`src/hdl/tgts_pkg.sv`:
```
// ----------------------------------------------------------------------------
// Tripod gait turn sequencer - shared package
// Widths, fixed constants, per-tick descriptor and result types.
// ----------------------------------------------------------------------------
package tgts_pkg;

  localparam int ANGLE_BITS      = 16;
  localparam int SPEED_FRAC_BITS = 8;

  localparam int A_W    = ANGLE_BITS;           // leg angle
  localparam int SPD_W  = SPEED_FRAC_BITS + 3;  // register speeds
  localparam int OSPD_W = SPEED_FRAC_BITS + 5;  // signed commanded speed
  localparam int TOL_W  = ANGLE_BITS - 2;       // tolerance
  localparam int PH_W   = 3;
  localparam int LEG_W  = 3;
  localparam int NLEG   = 6;

  localparam longint TURN      = longint'(1) << ANGLE_BITS;
  localparam longint GA_MAX    = (TURN * 37767 + 32768) >>> 16;
  localparam longint GA_RESET  = (TURN + 3) / 6;
  localparam longint TOL_RESET = (TURN * 2712 + 32768) >>> 16;
  localparam longint VMAX      = longint'(6) << SPEED_FRAC_BITS;
  localparam longint GS_RESET  = longint'(1) << SPEED_FRAC_BITS;
  localparam longint SS_RESET  = longint'(3) << SPEED_FRAC_BITS;
  localparam longint AIR_RAW   = ((TURN - GA_RESET) * GS_RESET + GA_RESET / 2) / GA_RESET;
  localparam longint AIR_RESET = (AIR_RAW > VMAX) ? VMAX : AIR_RAW;

  // air speed dividend: (TURN - ga) * gs + ga/2
  localparam int DIVN_W = A_W + SPD_W + 1;

  localparam int QDEPTH = 2;

  // gait phases
  localparam logic [PH_W-1:0] PH_IDLE    = 3'd0;
  localparam logic [PH_W-1:0] PH_STAND   = 3'd1;
  localparam logic [PH_W-1:0] PH_LIFT    = 3'd2;
  localparam logic [PH_W-1:0] PH_SWEEP_A = 3'd3;
  localparam logic [PH_W-1:0] PH_SWEEP_B = 3'd4;

  // bit i is leg i+1
  localparam logic [NLEG-1:0] TRIPOD_A = 6'b011001;  // legs 1,4,5
  localparam logic [NLEG-1:0] L1_PH3   = 6'b110011;  // legs aimed at ga/2 in phase 3

  typedef enum logic [1:0] {
    KIND_STATUS,
    KIND_STAND,
    KIND_LIFT,
    KIND_SWEEP
  } kind_t;

  typedef struct packed {
    kind_t             kind;
    logic [PH_W-1:0]   phase;  // phase after the tick
    logic [NLEG-1:0]   dir;    // stand: leg above half a turn
  } tick_t;

  typedef struct packed {
    logic [A_W-1:0]   ga;
    logic [SPD_W-1:0] gs;
    logic [SPD_W-1:0] ss;
    logic [TOL_W-1:0] tol;
    logic [SPD_W-1:0] air;
  } cfg_t;

  typedef struct packed {
    logic [PH_W-1:0]          phase;
    logic                     cmd;
    logic [LEG_W-1:0]         leg;
    logic [A_W-1:0]           tgt;
    logic signed [OSPD_W-1:0] spd;
    logic                     last;
  } res_t;

  function automatic logic [LEG_W-1:0] lift_leg(input logic [LEG_W-1:0] k);
    logic [LEG_W-1:0] leg;
    case (k)
      3'd0:    leg = 3'd2;
      3'd1:    leg = 3'd3;
      default: leg = 3'd6;
    endcase
    return leg;
  endfunction

endpackage

```
`src/hdl/tripod_gait_turn_sequencer_unit.sv`:
```
// ----------------------------------------------------------------------------
// Tripod gait turn sequencer - top level
// Alternating tripod gait, turning right, for a six-leg rotary-leg robot.
// ----------------------------------------------------------------------------
//
//  channel | dir | beat                         | sideband
//  --------+-----+------------------------------+---------------------------
//  in_     | in  | one tick: six leg angles     | none
//  out_    | out | one status or leg command    | tuser = command, tlast
//  cfg_    | in  | APB register write / read    | pready tied high
//
//  One tick beat can be taken every cycle into a two-entry queue while the
//  queue is not full and the air speed divider is idle. The back end emits
//  one result per cycle unless the output stalls: six for a stand or sweep
//  tick, three for a lift tick, one status result otherwise, so the
//  sustained rate is set by the result serialiser. A write to the sweep angle
//  or ground speed register starts the air speed divider (a load step, then
//  one quotient bit per cycle); in_tready stays low until it is done.
//  Reset (rst_n, synchronous): phase 0, registers to their defaults, air
//  speed to the value derived from them. Output stalls back up through the
//  queue to in_tready; the output register holds its beat until taken.
//
module tripod_gait_turn_sequencer_unit import tgts_pkg::*; (
  input  logic        clk,
  input  logic        rst_n,

  input  logic        in_tvalid,
  output logic        in_tready,
  // [15:0] leg1_angle, [31:16] leg2_angle, [47:32] leg3_angle,
  // [63:48] leg4_angle, [79:64] leg5_angle, [95:80] leg6_angle
  input  logic [95:0] in_tdata,

  output logic        out_tvalid,
  input  logic        out_tready,
  // [2:0] gait_phase, [5:3] leg_index, [21:6] target_angle,
  // [34:22] leg_speed, [39:35] zero
  output logic [39:0] out_tdata,
  // [0] command_valid
  output logic        out_tuser,
  output logic        out_tlast,

  input  logic        cfg_psel,
  input  logic        cfg_penable,
  input  logic        cfg_pwrite,
  input  logic [3:0]  cfg_paddr,
  input  logic [31:0] cfg_pwdata,
  output logic [31:0] cfg_prdata,
  output logic        cfg_pready
);

  localparam int OUT_W = PH_W + LEG_W + A_W + OSPD_W;

  // register map, word index
  localparam logic [1:0] REG_SWEEP_ANGLE  = 2'd0;
  localparam logic [1:0] REG_GROUND_SPEED = 2'd1;
  localparam logic [1:0] REG_STAND_SPEED  = 2'd2;
  localparam logic [1:0] REG_ANGLE_TOL    = 2'd3;

  logic [A_W-1:0]   ga_r, ga_nxt;
  logic [SPD_W-1:0] gs_r, gs_nxt;
  logic [SPD_W-1:0] ss_r, ss_nxt;
  logic [TOL_W-1:0] tol_r, tol_nxt;

  logic             cfg_wr;
  logic [1:0]       cfg_idx;
  logic [A_W-1:0]   wr_ga;
  logic [SPD_W-1:0] wr_gs;
  logic             div_start, div_idle;
  logic [SPD_W-1:0] air;
  cfg_t             cfg;

  logic             in_accept;
  logic             push, pop, q_full, q_valid;
  tick_t            tick, q_head;
  res_t             out_res;

  // ---------------- configuration registers ----------------
  assign cfg_pready = 1'b1;
  assign cfg_wr     = cfg_psel && cfg_penable && cfg_pwrite;
  assign cfg_idx    = cfg_paddr[3:2];

  always_comb begin
    // ground angle clamps to [1, max]; ground speed clamps to 6 rad/s
    wr_ga = cfg_pwdata[A_W-1:0];
    if (wr_ga == '0) begin
      wr_ga = A_W'(1);
    end else if (wr_ga > A_W'(GA_MAX)) begin
      wr_ga = A_W'(GA_MAX);
    end
    wr_gs = (cfg_pwdata[SPD_W-1:0] > SPD_W'(VMAX)) ? SPD_W'(VMAX) : cfg_pwdata[SPD_W-1:0];

    ga_nxt  = ga_r;
    gs_nxt  = gs_r;
    ss_nxt  = ss_r;
    tol_nxt = tol_r;
    if (cfg_wr) begin
      unique case (cfg_idx)
        REG_SWEEP_ANGLE:  ga_nxt  = wr_ga;
        REG_GROUND_SPEED: gs_nxt  = wr_gs;
        REG_STAND_SPEED:  ss_nxt  = cfg_pwdata[SPD_W-1:0];
        REG_ANGLE_TOL:    tol_nxt = cfg_pwdata[TOL_W-1:0];
        default: begin
        end
      endcase
    end
  end

  always_ff @(posedge clk) begin
    if (!rst_n) begin
      ga_r  <= A_W'(GA_RESET);
      gs_r  <= SPD_W'(GS_RESET);
      ss_r  <= SPD_W'(SS_RESET);
      tol_r <= TOL_W'(TOL_RESET);
    end else begin
      ga_r  <= ga_nxt;
      gs_r  <= gs_nxt;
      ss_r  <= ss_nxt;
      tol_r <= tol_nxt;
    end
  end

  always_comb begin
    unique case (cfg_idx)
      REG_SWEEP_ANGLE:  cfg_prdata = 32'(ga_r);
      REG_GROUND_SPEED: cfg_prdata = 32'(gs_r);
      REG_STAND_SPEED:  cfg_prdata = 32'(ss_r);
      REG_ANGLE_TOL:    cfg_prdata = 32'(tol_r);
      default:          cfg_prdata = '0;
    endcase
  end

  // air speed follows every ground angle / ground speed write
  assign div_start = cfg_wr && (cfg_idx == REG_SWEEP_ANGLE || cfg_idx == REG_GROUND_SPEED);

  tgts_air_div u_air_div (
    .clk   (clk),
    .rst_n (rst_n),
    .start (div_start),
    .ga    (ga_r),
    .gs    (gs_r),
    .air   (air),
    .idle  (div_idle)
  );

  assign cfg = '{ga: ga_r, gs: gs_r, ss: ss_r, tol: tol_r, air: air};

  // ---------------- front end: classify ticks ----------------
  assign in_tready = div_idle && !q_full;
  assign in_accept = in_tvalid && in_tready;

  tgts_front u_front (
    .clk    (clk),
    .rst_n  (rst_n),
    .accept (in_accept),
    .angles (in_tdata[NLEG*A_W-1:0]),
    .cfg    (cfg),
    .push   (push),
    .tick   (tick)
  );

  tgts_queue u_queue (
    .clk       (clk),
    .rst_n     (rst_n),
    .push      (push),
    .push_data (tick),
    .pop       (pop),
    .full      (q_full),
    .valid     (q_valid),
    .head      (q_head)
  );

  // ---------------- back end: serialise results ----------------
  tgts_back u_back (
    .clk       (clk),
    .rst_n     (rst_n),
    .q_valid   (q_valid),
    .q_head    (q_head),
    .pop       (pop),
    .cfg       (cfg),
    .out_valid (out_tvalid),
    .out_ready (out_tready),
    .out_res   (out_res)
  );

  assign out_tdata = {(40 - OUT_W)'(0), out_res.spd, out_res.tgt, out_res.leg, out_res.phase};
  assign out_tuser = out_res.cmd;
  assign out_tlast = out_res.last;

  // ---------------- checks ----------------
  a_air_sat: assert property (@(posedge clk) disable iff (!rst_n)
    air <= SPD_W'(VMAX))
    else $error("air speed above saturation limit");

  a_status_last: assert property (@(posedge clk) disable iff (!rst_n)
    out_tvalid && !out_tuser |-> out_tlast)
    else $error("status beat without tlast");

  a_phase_range: assert property (@(posedge clk) disable iff (!rst_n)
    out_tvalid |-> out_res.phase <= PH_SWEEP_B)
    else $error("result carries an undefined phase");

  a_cmd_leg: assert property (@(posedge clk) disable iff (!rst_n)
    out_tvalid && out_tuser |-> out_res.leg != '0 && out_res.phase != PH_IDLE)
    else $error("leg command without a leg or phase");

endmodule

```
`src/hdl/tgts_air_div.sv`:
```
// ----------------------------------------------------------------------------
// Tripod gait turn sequencer - air speed divider
// Restoring divider, one quotient bit per cycle, holds the derived air speed.
// ----------------------------------------------------------------------------
module tgts_air_div import tgts_pkg::*; (
  input  logic             clk,
  input  logic             rst_n,
  input  logic             start,
  input  logic [A_W-1:0]   ga,
  input  logic [SPD_W-1:0] gs,
  output logic [SPD_W-1:0] air,
  output logic             idle
);

  localparam int CNT_W = $clog2(DIVN_W);

  typedef enum logic [2:0] {
    DIV_IDLE = 3'b001,
    DIV_LOAD = 3'b010,
    DIV_RUN  = 3'b100
  } div_st_t;

  div_st_t            st_r, st_nxt;
  logic [DIVN_W-1:0]  num_r, num_nxt;
  logic [A_W-1:0]     rem_r, rem_nxt;
  logic [CNT_W-1:0]   cnt_r, cnt_nxt;
  logic [SPD_W-1:0]   air_r, air_nxt;

  logic [A_W:0]       trial;
  logic               ge;
  logic [A_W:0]       trial_sub;
  logic [DIVN_W-1:0]  quo;
  logic [DIVN_W-1:0]  prod;

  always_comb begin
    trial     = {rem_r, num_r[DIVN_W-1]};
    ge        = trial >= {1'b0, ga};
    trial_sub = trial - {1'b0, ga};
    quo       = {num_r[DIVN_W-2:0], ge};
    prod      = DIVN_W'((A_W+1)'(TURN) - {1'b0, ga}) * DIVN_W'(gs);
  end

  always_comb begin
    st_nxt  = st_r;
    num_nxt = num_r;
    rem_nxt = rem_r;
    cnt_nxt = cnt_r;
    air_nxt = air_r;
    if (start) begin
      st_nxt = DIV_LOAD;
    end else begin
      unique case (st_r)
        DIV_IDLE: begin
        end
        DIV_LOAD: begin
          num_nxt = prod + DIVN_W'(ga >> 1);
          rem_nxt = '0;
          cnt_nxt = CNT_W'(DIVN_W - 1);
          st_nxt  = DIV_RUN;
        end
        DIV_RUN: begin
          num_nxt = quo;
          rem_nxt = ge ? trial_sub[A_W-1:0] : trial[A_W-1:0];
          cnt_nxt = cnt_r - 1'b1;
          if (cnt_r == '0) begin
            air_nxt = (quo > DIVN_W'(VMAX)) ? SPD_W'(VMAX) : quo[SPD_W-1:0];
            st_nxt  = DIV_IDLE;
          end
        end
        default: st_nxt = DIV_IDLE;
      endcase
    end
  end

  always_ff @(posedge clk) begin
    if (!rst_n) begin
      st_r  <= DIV_IDLE;
      air_r <= SPD_W'(AIR_RESET);
    end else begin
      st_r  <= st_nxt;
      air_r <= air_nxt;
    end
    num_r <= num_nxt;
    rem_r <= rem_nxt;
    cnt_r <= cnt_nxt;
  end

  assign air  = air_r;
  assign idle = (st_r == DIV_IDLE);

endmodule

```
`src/hdl/tgts_front.sv`:
```
// ----------------------------------------------------------------------------
// Tripod gait turn sequencer - front end
// Checks the six leg angles against the phase targets, advances the phase
// and pushes one tick descriptor per accepted beat.
// ----------------------------------------------------------------------------
module tgts_front import tgts_pkg::*; (
  input  logic                clk,
  input  logic                rst_n,
  input  logic                accept,
  input  logic [NLEG*A_W-1:0] angles,
  input  cfg_t                cfg,
  output logic                push,
  output tick_t               tick
);

  logic [PH_W-1:0] phase_r, phase_nxt;
  logic [NLEG-1:0] nz, lb, sw, l1, above;
  logic            all_nz, all_lift, all_sw;

  function automatic logic near_zero(input logic [A_W-1:0] a, input logic [TOL_W-1:0] tol);
    logic [A_W:0] ax;
    logic [A_W:0] rest;
    logic [A_W:0] t;
    ax   = {1'b0, a};
    rest = (A_W+1)'(TURN) - ax;
    t    = (A_W+1)'(tol);
    return (ax < t) || (rest < t);
  endfunction

  function automatic logic near_half(input logic [A_W-1:0] a, input logic [TOL_W-1:0] tol);
    logic signed [A_W+1:0] d;
    logic        [A_W+1:0] m;
    d = $signed({2'b00, a}) - $signed((A_W+2)'(TURN / 2));
    m = (d < 0) ? $unsigned(-d) : $unsigned(d);
    return m < (A_W+2)'(tol);
  endfunction

  function automatic logic near_sweep(input logic [A_W-1:0] a, input logic sel_l1,
                                      input logic [A_W-1:0] ga, input logic [TOL_W-1:0] tol);
    logic signed [A_W+2:0] a2;
    logic signed [A_W+2:0] t2;
    logic signed [A_W+2:0] d;
    logic        [A_W+2:0] m;
    a2 = $signed({2'b00, a, 1'b0});
    t2 = sel_l1 ? $signed({3'b000, ga})
                : $signed((A_W+3)'(2 * TURN) - {3'b000, ga});
    d  = a2 - t2;
    m  = (d < 0) ? $unsigned(-d) : $unsigned(d);
    return m < (A_W+3)'({tol, 1'b0});
  endfunction

  always_comb begin
    l1 = (phase_r == PH_SWEEP_A) ? L1_PH3 : ~L1_PH3;
    for (int i = 0; i < NLEG; i++) begin
      nz[i]    = near_zero(angles[i*A_W +: A_W], cfg.tol);
      lb[i]    = near_half(angles[i*A_W +: A_W], cfg.tol);
      sw[i]    = near_sweep(angles[i*A_W +: A_W], l1[i], cfg.ga, cfg.tol);
      above[i] = angles[i*A_W +: A_W] > A_W'(TURN / 2);
    end
    all_nz   = &nz;
    all_lift = &((TRIPOD_A & nz) | (~TRIPOD_A & lb));
    all_sw   = &sw;
  end

  // phase codes outside 1..4 behave as not started
  always_comb begin
    tick.dir   = above;
    tick.kind  = KIND_STATUS;
    tick.phase = phase_r;
    priority if (phase_r == PH_SWEEP_A || phase_r == PH_SWEEP_B) begin
      if (all_sw) begin
        tick.kind  = KIND_SWEEP;
        tick.phase = (phase_r == PH_SWEEP_A) ? PH_SWEEP_B : PH_SWEEP_A;
      end
    end else if (phase_r == PH_LIFT) begin
      if (all_lift) begin
        tick.kind  = KIND_SWEEP;
        tick.phase = PH_SWEEP_A;
      end
    end else begin
      if (all_nz) begin
        tick.kind  = KIND_LIFT;
        tick.phase = PH_LIFT;
      end else if (phase_r != PH_STAND) begin
        tick.kind  = KIND_STAND;
        tick.phase = PH_STAND;
      end
    end
    phase_nxt = accept ? tick.phase : phase_r;
  end

  always_ff @(posedge clk) begin
    if (!rst_n) begin
      phase_r <= PH_IDLE;
    end else begin
      phase_r <= phase_nxt;
    end
  end

  assign push = accept;

endmodule

```
`src/hdl/tgts_queue.sv`:
```
// ----------------------------------------------------------------------------
// Tripod gait turn sequencer - tick queue
// Short FIFO of tick descriptors between front and back end.
// ----------------------------------------------------------------------------
module tgts_queue import tgts_pkg::*; (
  input  logic  clk,
  input  logic  rst_n,
  input  logic  push,
  input  tick_t push_data,
  input  logic  pop,
  output logic  full,
  output logic  valid,
  output tick_t head
);

  localparam int QA_W = (QDEPTH > 1) ? $clog2(QDEPTH) : 1;
  localparam int QC_W = $clog2(QDEPTH + 1);

  tick_t           mem_r [QDEPTH];
  logic [QA_W-1:0] wp_r, wp_nxt, rp_r, rp_nxt;
  logic [QC_W-1:0] cnt_r, cnt_nxt;

  always_comb begin
    wp_nxt  = wp_r;
    rp_nxt  = rp_r;
    cnt_nxt = cnt_r;
    if (push) begin
      wp_nxt = (wp_r == QA_W'(QDEPTH - 1)) ? '0 : wp_r + 1'b1;
    end
    if (pop) begin
      rp_nxt = (rp_r == QA_W'(QDEPTH - 1)) ? '0 : rp_r + 1'b1;
    end
    if (push && !pop) begin
      cnt_nxt = cnt_r + 1'b1;
    end else if (pop && !push) begin
      cnt_nxt = cnt_r - 1'b1;
    end
  end

  always_ff @(posedge clk) begin
    if (!rst_n) begin
      wp_r  <= '0;
      rp_r  <= '0;
      cnt_r <= '0;
    end else begin
      wp_r  <= wp_nxt;
      rp_r  <= rp_nxt;
      cnt_r <= cnt_nxt;
    end
    if (push) begin
      mem_r[wp_r] <= push_data;
    end
  end

  assign full  = (cnt_r == QC_W'(QDEPTH));
  assign valid = (cnt_r != '0);
  assign head  = mem_r[rp_r];

endmodule

```
`src/hdl/tgts_back.sv`:
```
// ----------------------------------------------------------------------------
// Tripod gait turn sequencer - back end
// Expands each tick descriptor into its result beats, one per cycle while
// the output is not stalled, into a registered output stage.
// ----------------------------------------------------------------------------
module tgts_back import tgts_pkg::*; (
  input  logic  clk,
  input  logic  rst_n,
  input  logic  q_valid,
  input  tick_t q_head,
  output logic  pop,
  input  cfg_t  cfg,
  output logic  out_valid,
  input  logic  out_ready,
  output res_t  out_res
);

  localparam int X5_W    = SPD_W + 2;
  localparam int DIV5_SH = X5_W + 2;
  localparam int DIV5_M  = (2 ** DIV5_SH + 4) / 5;

  logic [LEG_W-1:0]          cnt_r, cnt_nxt;
  logic                      valid_r, valid_nxt;
  res_t                      res_r, res_nxt;
  res_t                      cur;
  logic                      load;
  logic [SPD_W+1:0]          lift_x;
  logic [X5_W-1:0]           stand_x;
  logic [X5_W+DIV5_SH-1:0]   stand_p;
  logic [OSPD_W-1:0]         stand_neg_mag;
  logic [A_W-1:0]            half_ga;
  logic [A_W:0]              far_tgt;
  logic                      sel_l1, ground, odd_leg;
  logic [SPD_W-1:0]          mag;

  always_comb begin
    lift_x        = {1'b0, cfg.ss, 1'b0} + (SPD_W+2)'(cfg.ss) + 1'b1;
    stand_x       = {cfg.ss, 2'b10};
    stand_p       = stand_x * (X5_W+DIV5_SH)'(DIV5_M);
    stand_neg_mag = OSPD_W'(stand_p >> DIV5_SH);
    half_ga       = cfg.ga >> 1;
    far_tgt       = (A_W+1)'(TURN) - {1'b0, half_ga};
    sel_l1        = (q_head.phase == PH_SWEEP_A) ? L1_PH3[cnt_r] : ~L1_PH3[cnt_r];
    ground        = (q_head.phase == PH_SWEEP_A) ? TRIPOD_A[cnt_r] : ~TRIPOD_A[cnt_r];
    odd_leg       = ~cnt_r[0];
    mag           = ground ? cfg.gs : cfg.air;
  end

  always_comb begin
    cur.phase = q_head.phase;
    cur.cmd   = 1'b1;
    cur.leg   = cnt_r + 1'b1;
    cur.tgt   = '0;
    cur.spd   = '0;
    cur.last  = (cnt_r == LEG_W'(NLEG - 1));
    unique case (q_head.kind)
      KIND_STATUS: begin
        cur.cmd  = 1'b0;
        cur.leg  = '0;
        cur.last = 1'b1;
      end
      KIND_STAND: begin
        cur.spd = q_head.dir[cnt_r] ? $signed(OSPD_W'(cfg.ss)) : -$signed(stand_neg_mag);
      end
      KIND_LIFT: begin
        cur.leg  = lift_leg(cnt_r);
        cur.tgt  = A_W'(TURN / 2);
        cur.spd  = $signed(OSPD_W'(lift_x >> 1));
        cur.last = (cnt_r == 3'd2);
      end
      KIND_SWEEP: begin
        cur.tgt = sel_l1 ? half_ga : far_tgt[A_W-1:0];
        cur.spd = odd_leg ? $signed(OSPD_W'(mag)) : -$signed(OSPD_W'(mag));
      end
      default: begin
      end
    endcase
  end

  always_comb begin
    load      = q_valid && (!valid_r || out_ready);
    pop       = load && cur.last;
    cnt_nxt   = cnt_r;
    valid_nxt = valid_r;
    res_nxt   = res_r;
    if (load) begin
      cnt_nxt   = cur.last ? '0 : cnt_r + 1'b1;
      valid_nxt = 1'b1;
      res_nxt   = cur;
    end else if (out_ready) begin
      valid_nxt = 1'b0;
    end
  end

  always_ff @(posedge clk) begin
    if (!rst_n) begin
      cnt_r   <= '0;
      valid_r <= 1'b0;
    end else begin
      cnt_r   <= cnt_nxt;
      valid_r <= valid_nxt;
    end
    res_r <= res_nxt;
  end

  assign out_valid = valid_r;
  assign out_res   = res_r;

endmodule
```
`config.mk`:
```
export PLATFORM = sky130hd
export DESIGN_NAME = tripod_gait_turn_sequencer_unit
export DESIGN_NICKNAME = d
export VERILOG_FILES = /design/src/hdl/tgts_pkg.sv /design/src/hdl/tripod_gait_turn_sequencer_unit.sv /design/src/hdl/tgts_air_div.sv /design/src/hdl/tgts_front.sv /design/src/hdl/tgts_queue.sv /design/src/hdl/tgts_back.sv
export SDC_FILE = /design/constraint.sdc
export NUM_CORES = 2
export LEC_CHECK = 0
export BUFFER_PORTS_ARGS = -buffer_cell sky130_fd_sc_hd__buf_2
export CORE_UTILIZATION = 40
export CTS_BUF_LIST = sky130_fd_sc_hd__clkbuf_4
export DETAILED_ROUTE_END_ITERATION = 12
export HOLD_SLACK_MARGIN = 0.1
export PLACE_DENSITY_LB_ADDON = 0.05
export SLEW_MARGIN = 10
export SYNTH_ARGS = -nofsm -noshare
export SYNTH_HDL_FRONTEND = slang
export SYNTH_SLANG_ARGS = --single-unit
```
`constraint.sdc`:
```
create_clock -name clk -period 12.46 [get_ports clk]
set_input_delay 2.492 -clock clk [delete_from_list [all_inputs] [get_ports clk]]
set_output_delay 2.492 -clock clk [all_outputs]
set_load 0.02 [all_outputs]
```
==> run metrics <==
CTS resizes 0; Final HPWL DP 106.7 mm; Ys Warns 0; Worst EP arrival about 12 ns; fmax about 90 MHz; sequential fraction of the synthesis area about an eighth; Most used DFF post-synth edfxtp_1; Crit Path Max Fanout 13; first-pass GRT wire length about 200 mm; setup_tns 0 ns; number of max-cap violations 0; per-cell routed wire length 22.99 µm; most crowded layer after global routing met1; post-CTS setup buffers 0; Detailed Route WL ~130 mm; worst setup margin approximately 1.2 ns; RePlAce Congestion 0.9376; Slowest Stage Delay on Critical Path a little under 0.8 ns; Antenna Nets Post-Route 0; register cell area after layout 4846 µm²; max_slew headroom between 15 and 20%; Worst-path clk slew 0.21 ns; antenna violations before repair 15; top-area cell type share of the netlist area 16.45%; H-Tree Depth 4; unrepaired setup endpoints after global routing no; Longest Clk Path Bufs 2; cell with the most instances on the worst path o21ai_0; ys async rst share 0%; fin area 39740 µm²; share of layout cells above drive strength 1 9.210%; DRT Pass-1 Iters 8; Sink Count around 190; Worst-Skew Late Latency a little over 0.7 ns; Setup CP Type flip-flop to flip-flop; Cell Pwr Density roughly 67 nW/µm²; FF+latch count, synth roughly 190; largest net degree at the start of global routing 74; Area Overhead vs Synth 6.835%; startpoint types flip-flop; # DRC 0; DR vias 33370; CTS tree built; GR Layer Usage met1 about 42%; hold_buf cts 0; DR iter-0 viols between 2000 and 3000; Avg Cell Area, Syn between 8 and 9 µm²; worst setup slack after placement between 1 and 1.5 ns; Worst Setup End Kind flip-flop; area leader, netlist ha_1; worst min path class flip-flop to flip-flop; IO Port Bufs approximately 180; grt ovf 0; met3 Usage GRT 4.321%; Post-synth EDFFs around 110; DIE WIDTH 307.0 µm; Die Span Y between 300 and 400 µm; CTS Root Cell clkbuf_4; Post-Syn Area ~37000 µm²; Setup violations, final 0; row count 111; Via density 5.718; Slew @ Worst Pin between 1 and 1.5 ns; slowest CP cell nor4b_1; placed inst area ~40000 µm²; fillers about 9500; status finished clean; Synth area leaders ha_1 16%, fa_1 11%, edfxtp_1 8.7%, xnor2_1 7.4%, dfxtp_1 4.3%; Final min period around 11 ns; CP Data Required Time around 13 ns; Final Max Slew Viols 0; initial core utilization about two fifths; skew final between 0.04 and 0.05 ns; final hold vios 0; cells after synthesis about 4500; vias in the first global route approximately 31000; Pleak 17.15 nW; die area roughly 94000 µm²; Synth cell types about 120; GR Layer Usage met2 ~42%; CTS buffer count 17; Tcrit/Tclk final 90.34%; gr usage total 28.20%; Top-Level Pins roughly 220; hold slack 0.4624 ns; overall power 2.645 mW; total core area approximately 92000 µm²; multi-input logic area 30160 µm²; Peak VDD IR 0.00006485 V; Layout Nets 5400
-- report_power, final --
group | total [mW] | internal, mW | leakage, nW | switching, mW
Combinational | 1.46 | 0.545 | 15.4 | 0.919
Sequential | 0.818 | 0.778 | 1.63 | 0.0399
Clock | 0.363 | 0.0910 | 0.158 | 0.272
-- cell type report --
class | count | area share, %
Tap cell | 1243 | 3.913
Timing Repair Buffer | 266 | 3.923
Clock inverter | 15 | 0.3841
Antenna cell | 11 | 0.06926
Sequential cell | 188 | 12.19
Multi-Input combinational cell | 3745 | 75.88
Clock buffer | 17 | 0.3211
Inverter | 351 | 3.315
-- synth_stat cells (80+ instances only) --
| cell | n |
|---|---|
| dfxtp_1 | 80 |
| ha_1 | 489 |
| nand2_1 | 408 |
| a21o_1 | 132 |
| nor2_1 | 332 |
| edfxtp_1 | 108 |
| fa_1 | 203 |
| clkbuf_1 | 153 |
| nand3_1 | 93 |
| o21ai_0 | 166 |
| inv_1 | 339 |
| nor3_1 | 100 |
| xor2_1 | 120 |
| a21oi_1 | 197 |
| and2_1 | 102 |
| xnor2_1 | 315 |
-- per-stage QoR --
step	std cells	util, %
CTS	5825	43.20
finish	5836	43.23
global placement	5793	42.89
global route	5830	43.21
floorplan	4516	-
detailed placement	5793	42.89
-- layer usage --
layer  vias to the layer above  routed length, µm
met5                         -                 89
met4                        16               2149
met3                       129               9777
met2                      1085              57030
met1                     16050              65100
li1                      16100                  -
-- path summary, 6_finish.rpt --
check / startpoint / to / slack (ns) / depth (start not counted)
setup / recovery: ga_r[1] / u_front.phase_r[0] / 1.20 / 35
setup reg to reg: ga_r[1] / u_front.phase_r[0] / 1.20 / 35
hold reg to reg: u_air_div.air[0] / u_air_div.air[0] / 0.46 / 2
hold / removal: u_air_div.air[0] / u_air_div.air[0] / 0.46 / 2
-- cells by family after synthesis --
kind of cell / count (synthesis) / synth area share [%]
DFF: 188 / 13.02
and+or+nand+nor: 1489 / 20.20
buffers and inverters: 583 / 6.290
other: 2 / 0.02019
xor gates and xnor gates: 454 / 11.36
AOI/OAI and AO/OA: 957 / 17.70
adders and majority gates: 737 / 28.59
muxes: 86 / 2.822
-- worst max-delay path: cells and delay by family, from the launching register on --
kind | cells | cell delay [ns]
xor+xnor | 2 | 0.37
simple gates | 13 | 3.78
fa+ha+maj | 3 | 1.25
compound gates | 14 | 4.19
flops | 1 | 0.60
mux | 1 | 0.47
buf+inv | 2 | 0.51
-- registers in the layout, summed over array words and instances (netlist names), 11 cells and up, named ones only --
| name | flops |
|---|---|
| gs_r | 11 |
| tol_r | 14 |
| u_air_div.rem_r | 16 |
| u_air_div.num_r | 28 |
| u_air_div.air | 11 |
| u_queue.mem_r | 22 |
| ss_r | 11 |
| u_back.out_res | 37 |
| ga_r | 16 |
-- layout by cell type (no fill, tap or decap), types with 100 or more instances in the layout --
cell	count
buf_2	175
nor2_1	330
edfxtp_1	108
ha_1	489
nand2_1	408
fa_1	203
xor2_1	120
a21oi_1	197
a21o_1	132
inv_1	337
xnor2_1	312
nor3_1	100
and2_1	102
o21ai_0	165
Power figures use the tool's default switching activity.
